### src/assert_macros.svh
// Assertion macros shared by the RTL.
`ifndef ASSERT_MACROS_SVH
`define ASSERT_MACROS_SVH

`ifndef ASSERT_OFF
`define TAR_ASSERT(label, clk, rst_n, prop, msg) \
    label: assert property (@(posedge clk) disable iff (!rst_n) prop) else $error(msg);
`define TAR_ASSERT_ALWAYS(label, clk, prop, msg) \
    label: assert property (@(posedge clk) prop) else $error(msg);
`else
`define TAR_ASSERT(label, clk, rst_n, prop, msg)
`define TAR_ASSERT_ALWAYS(label, clk, prop, msg)
`endif

`endif

### src/tar_pkg.sv
package tar_pkg;

    localparam int ROWS        = 16;
    localparam int ROW_BYTES   = 43;
    localparam int STORE_DEPTH = ROWS * ROW_BYTES;
    localparam int STORE_AW    = $clog2(STORE_DEPTH);

    typedef enum logic [1:0] {
        OP_BUS_WRITE = 2'd0,
        OP_BUS_READ  = 2'd1,
        OP_POLL      = 2'd2,
        OP_FRAME     = 2'd3
    } t_op;

    localparam logic [1:0] ADDR_CONTROL = 2'd0;
    localparam logic [1:0] ADDR_ROW     = 2'd1;
    localparam logic [1:0] ADDR_DATA    = 2'd2;
    localparam logic [1:0] ADDR_ACK     = 2'd3;

    localparam logic CFG_ENABLE = 1'b0;

    localparam logic [7:0] IE_MASK        = 8'h0c;
    localparam logic [7:0] STATUS_BASE    = 8'hef;
    localparam logic [7:0] LEAD_BYTE      = 8'h67;
    localparam logic [7:0] DISABLED_READ  = 8'hff;
    localparam logic [3:0] FRAME_ROW_LAST = 4'd13;
    localparam logic [5:0] FRAME_COL_LAST = 6'(ROW_BYTES - 1);
    localparam logic [5:0] COL_WRAP       = 6'(ROW_BYTES);

    typedef enum logic [1:0] {
        ST_CLEAR,
        ST_IDLE,
        ST_READ
    } t_state;

    typedef struct packed {
        logic clear_step;
        logic accept;
        logic load_direct;
        logic load_read;
    } t_cmd;

    typedef struct packed {
        logic clear_last;
        logic store_read;
    } t_status;

    function automatic logic [STORE_AW-1:0] store_addr(input logic [3:0] row,
                                                       input logic [5:0] col);
        return STORE_AW'(row) * STORE_AW'(ROW_BYTES) + STORE_AW'(col);
    endfunction

endpackage

### src/tar_ctrl.sv
module tar_ctrl (
    input  logic             i_clk,
    input  logic             i_rst_n,
    input  logic             i_in_valid,
    input  logic             i_out_stall,
    input  tar_pkg::t_status i_stat,
    output tar_pkg::t_cmd    o_cmd,
    output logic             o_in_stall,
    output logic             o_out_valid
);

    tar_pkg::t_state r_state, n_state;
    logic            r_out_valid, n_out_valid;
    logic            slot_free;
    logic            accept;

    assign slot_free = !r_out_valid || !i_out_stall;
    assign accept    = (r_state == tar_pkg::ST_IDLE) && slot_free && i_in_valid;

    always_comb begin
        n_state = r_state;
        unique case (r_state)
            tar_pkg::ST_CLEAR: begin
                if (i_stat.clear_last) begin
                    n_state = tar_pkg::ST_IDLE;
                end
            end
            tar_pkg::ST_IDLE: begin
                if (accept && i_stat.store_read) begin
                    n_state = tar_pkg::ST_READ;
                end
            end
            tar_pkg::ST_READ: begin
                n_state = tar_pkg::ST_IDLE;
            end
            default: begin
                n_state = tar_pkg::ST_CLEAR;
            end
        endcase
    end

    always_comb begin
        o_cmd      = '0;
        o_in_stall = 1'b1;
        unique case (r_state)
            tar_pkg::ST_CLEAR: begin
                o_cmd.clear_step = 1'b1;
            end
            tar_pkg::ST_IDLE: begin
                o_in_stall        = !slot_free;
                o_cmd.accept      = accept;
                o_cmd.load_direct = accept && !i_stat.store_read;
            end
            tar_pkg::ST_READ: begin
                o_cmd.load_read = 1'b1;
            end
            default: begin
                o_in_stall = 1'b1;
            end
        endcase
    end

    always_comb begin
        n_out_valid = r_out_valid;
        if (o_cmd.load_direct || o_cmd.load_read) begin
            n_out_valid = 1'b1;
        end else if (!i_out_stall) begin
            n_out_valid = 1'b0;
        end
    end

    always_ff @(posedge i_clk) begin
        if (!i_rst_n) begin
            r_state     <= tar_pkg::ST_CLEAR;
            r_out_valid <= 1'b0;
        end else begin
            r_state     <= n_state;
            r_out_valid <= n_out_valid;
        end
    end

    assign o_out_valid = r_out_valid;

endmodule

### config.mk
export PLATFORM = sky130hd
export DESIGN_NAME = tar_ctrl
export DESIGN_NICKNAME = d
export VERILOG_FILES = /design/src/assert_macros.svh /design/src/tar_pkg.sv /design/src/tar_ctrl.sv
export SDC_FILE = /design/constraint.sdc
export NUM_CORES = 1
export LEC_CHECK = 0
export BUFFER_PORTS_ARGS = -buffer_cell sky130_fd_sc_hd__buf_2
export CORE_AREA = 2 2 39 41
export DETAILED_ROUTE_END_ITERATION = 16
export DIE_AREA = 0 0 41 43
export MAX_ROUTING_LAYER = met4
export SYNTH_ARGS = -nofsm -noshare
export SYNTH_HDL_FRONTEND = slang
export SYNTH_SLANG_ARGS = --single-unit
### constraint.sdc
create_clock -name i_clk -period 1.3 [get_ports i_clk]
set_input_delay 0.26 -clock i_clk [delete_from_list [all_inputs] [get_ports i_clk]]
set_output_delay 0.26 -clock i_clk [all_outputs]
set_load 0.01 [all_outputs]
* Word level (Yosys, flattened, before mapping)
Cells that the tools add are included.
Word-level totals: register bits after elaboration 3, input bits 6, output and inout port bits 6
Cells by class: eq/ne operators 5, multiplexer cells 9, reduce and logical (&&, ||, !) cells 12
Operators with widths (number):
- $mux 2 | 3
- $pmux 2 s3 | 1
- $mux 1 | 5
- $logic_and 1x1->1 | 4
- $logic_not 1->1 | 4
- $ne 2x1->1 const B | 2
- $eq 2x1->1 const B | 1
- $eq 2x2->1 const B | 1
- $logic_not 2->1 | 1
- $logic_or 1x1->1 | 2
- $ne 2x2->1 const B | 1
- $reduce_and 2->1 | 1

* Depth between registers and ports, before layout
depth after elaboration 8, gate-level depth with buffers 3, depth with buffers taken out 3

* Least setup slack after synthesis
Ideal clock, no wire load.
path kind reg2out, start reg r_state[1], end out o_cmd[1] (netlist name), data required time 1.040 ns, arrival time 0.813 ns, slack 0.227 ns, cell stages (with the launch flop) 4, path through dfxtp_1 > and2b_4 > nand3_2 > nor2_1
RTL lines:
- start: declaration | line tar_ctrl.sv:12 | tar_pkg::t_state r_state, n_state;
- start signal: assignment | line tar_ctrl.sv:74 | r_state <= tar_pkg::ST_CLEAR;
- start signal: assignment | line tar_ctrl.sv:77 | r_state <= n_state;
- end: declaration | line tar_ctrl.sv:7 | output tar_pkg::t_cmd o_cmd,

==> flow_metrics.py <==
metrics = {
    "place": {
        "dpl_cell_area_sq_um": 236,
        "place_congestion": 0.592,
        "dp.cells": 47,
        "port_buffers": 11,
        "pre_cts_slack_ps": 145,
        "hpwlAfterDp_microns": 317,
    },
    "status": {
        "violations": "negative setup slack",
        "status": "finished with violations",
    },
    "clocking": {
        "clockBufferDepth": 2,
        "hold_buffers": 0,
        "cts.reportedPaths.clkPinSlew_ps": 40,
        "tritoncts": "yes",
        "root_buffer": "clkbuf_4",
        "clk-insertion-delay-late_ps": 230,
        "cts_made_buffers": 3,
        "cts_sinks": 3,
        "htree_num_levels": 1,
    },
    "setup_path": {
        "end_kind": "primary output",
        "arrival_ps": 1100,
        "max_stage_delay_ps": 310,
        "reg2reg_from": "r_state[1]",
        "path_class": "reg -> out",
        "reg2reg_depth": 6,
        "cp-start-kind": "flip-flop",
        "reg2reg_to": "o_out_valid",
        "crit_buf_inv": 1,
        "cpLargestDelayFamily": "simple AND/OR/NAND/NOR gates",
        "crit_path_max_fanout": 3,
        "cp_cell_sequence": "and2b_4 > nand3_4 > nor2_1 > buf_2",
        "crit_slowest_cell": "dfxtp_2",
        "r2r_slack_ps": 170,
        "cp.required_ps": 1040,
    },
    "logic_synthesis": {
        "ys.warnings.count": 0,
        "yosysUniqueCellTypes": 13,
        "syn_avg_cell_area_sq_um": 8.07,
        "ys_seq_area_share_pct": 37.2,
        "syn-num-nets": 26,
        "syn_inst": 20,
        "ys_seq_elements": 3,
        "syn_area_sq_um": 161,
    },
    "die": {
        "rows": 14,
        "die_x_microns": 41,
        "start_util_pct": 11.7,
        "die_h_microns": 43,
        "core_sq_um": 1380,
        "ios": 12,
        "dieArea_sq_um": 1760,
    },
    "power_and_ir_drop": {
        "pwr-share-clk_pct": 45.8,
        "p_int_uw": 265,
        "switching_share_pct": 25.5,
        "comb_power_share_pct": 25.2,
        "ir_drop_v": 0.000174,
        "p_sw_uw": 91.0,
        "powerDensity_nw_per_um2": 1140,
        "seqPwrFrac_pct": 29.0,
        "power_uw": 356,
        "p_leak_uw": 0.000157,
    },
    "job": {
        "drv_cap": 0,
    },
    "global_route": {
        "antenna_found_initial": 0,
        "grt-ovfl-total": 0,
        "track_usage_pct": 6.16,
        "grt_max_degree": 5,
        "grt_use_met1_pct": 4.79,
        "grt.busiest_layer": "met4",
        "grt_use_met3_pct": 0,
        "grt_pass1_vias": 167,
        "grt_use_met2_pct": 7.50,
        "grt_pass1_wl_microns": 593,
    },
    "timing": {
        "fin_worst_skew_ps": 4.96,
        "timing.fmax_ghz": 0.737,
        "relSlewSlack_pct": 89.0,
        "setup_viol": 3,
        "drv_slew": 0,
        "min_period_ps": 1360,
        "hold_viol": 0,
        "final.period_utilization_pct": 104,
        "setup_ws_ps": -56.9,
        "rsz0062_at_grt": "true",
        "worstMarginPinSlew_ps": 165,
    },
    "finish": {
        "final_core_util_pct": 22.6,
        "diodes": 0,
        "instances_no_fill": 56,
        "nNetsFinal": 47,
        "drive_gt1_share_pct": 60.0,
        "nFillCells": 164,
        "area_growth_syn_to_layout_pct": 93.8,
        "multi_input_area_sq_um": 105,
        "stdcell_area_sq_um": 313,
        "seq_area_sq_um": 61.3,
    },
    "routing": {
        "via_per_inst": 3.70,
        "firstDrtPassIters": 4,
        "vias": 207,
        "drt-initial-drc-count": 4,
        "ant_nets": 0,
        "wirelength_microns": 444,
        "drc_errors": 0,
        "wire_per_inst_microns": 7.93,
    },
    "hold_path": {
        "worst_hold_startpoint": "i_stat[0]",
        "hp-class": "in -> reg",
        "holdPathStages": 3,
        "whs_endpoint": "r_state[1]",
    },
}
==> registers in the layout (all words and copies together), names as in the netlist <==
signal and cells:
r_state 2, o_out_valid 1
==> power by group through the flow <==
| stage | Clock, uW | Sequential [uW] | Combinational [uW] |
|---|---|---|---|
| after floorplan | 0 | 105 | 35.3 |
| after global placement | 0 | 105 | 61.7 |
| after detailed placement | 0 | 105 | 62.6 |
| after CTS | 175 | 103 | 78.9 |
| after global routing | 175 | 104 | 98.7 |
| final | 163 | 103 | 89.9 |
==> per-layer routing <==
metal	vias up	part of all wire (%)
met3	2	7.0
met4	0	3.8
met2	9	51
met1	89	38
li1	107	-
met5	-	0
==> cell usage in the layout, fill, tap and decap left out <==
master,netlist,final
buf_2,0,11
nor2_1,4,4
buf_4,0,4
nand2_1,3,3
clkbuf_4,0,3
dfxtp_1,3,2
and2b_4,1,1
nand3_4,0,1
nor2b_1,1,1
inv_1,1,1
a21oi_1,1,1
nand3b_1,1,1
a21boi_2,1,1
nand3_1,1,1
nor3b_1,1,1
a31o_2,1,1
clkbuf_1,0,1
dfxtp_2,0,1
buf_6,0,1
==> metrics by stage <==
| stage | TNS (ps) | hold WS [ps] |
|---|---|---|
| 2_1_floorplan | 0 | 374 |
| 3_3_place_gp | 0 | 512 |
| 3_5_place_dp | 0 | 512 |
| 4_1_cts | -139 | 254 |
| 5_1_grt | -275 | 284 |
| 6_report | -122 | 268 |
==> cell type report <==
cell class	instances	area share, %
inverter	1	1.20
timing repair buffer	16	30.8
tap	16	6.40
clock buffer	4	8.40
multi-input combinational	16	33.6
sequential	3	19.6
==> cell usage after synthesis, drive strengths merged <==
library cell	number	area (sq um)
a21boi	1	11.3
a21oi	1	5.00
a31o	1	8.76
and2b	1	10.0
dfxtp	3	60.1
inv	1	3.75
nand2	3	11.3
nand3	2	15.0
nand3b	1	7.51
nor2	4	15.0
nor2b	1	6.26
nor3b	1	7.51
==> cells by family (layout without fill, tap and decap cells) <==
group	count (synthesis)	count (layout)	share of synthesized area, %
AO/OA/AOI/OAI	3	3	15.5
buffers and inverters	1	21	2.32
flip-flops	3	3	37.2
AND/OR/NAND/NOR	13	13	45.0
==> repair_timing <==
action | in CTS | in global routing
pin swaps | 2 | 1
setup buffers | 4 | 1
endpoints found under the setup margin | 2 | 3
gates resized for setup | 1 | 2
==> worst min-delay path, delay by kind of cell <==
kind	cells	cell delay, ps
buffers and inverters	1	120
and+or+nand+nor	2	80
==> worst max-delay path by stage <==
| stage | endpoint | depth (start not counted) | from | slack, ps |
|---|---|---|---|---|
| global route | o_cmd[1] | 4 | r_state[1] | -110 |
| floorplan | o_cmd[1] | 3 | r_state[1] | 230 |
| CTS | o_cmd[1] | 4 | r_state[1] | -80 |
| finish | o_cmd[1] | 4 | r_state[1] | -60 |
| global placement | o_cmd[1] | 4 | r_state[1] | 160 |
| detailed placement | o_cmd[1] | 4 | r_state[1] | 140 |
No activity file was read; power rests on OpenSTA's default activity.
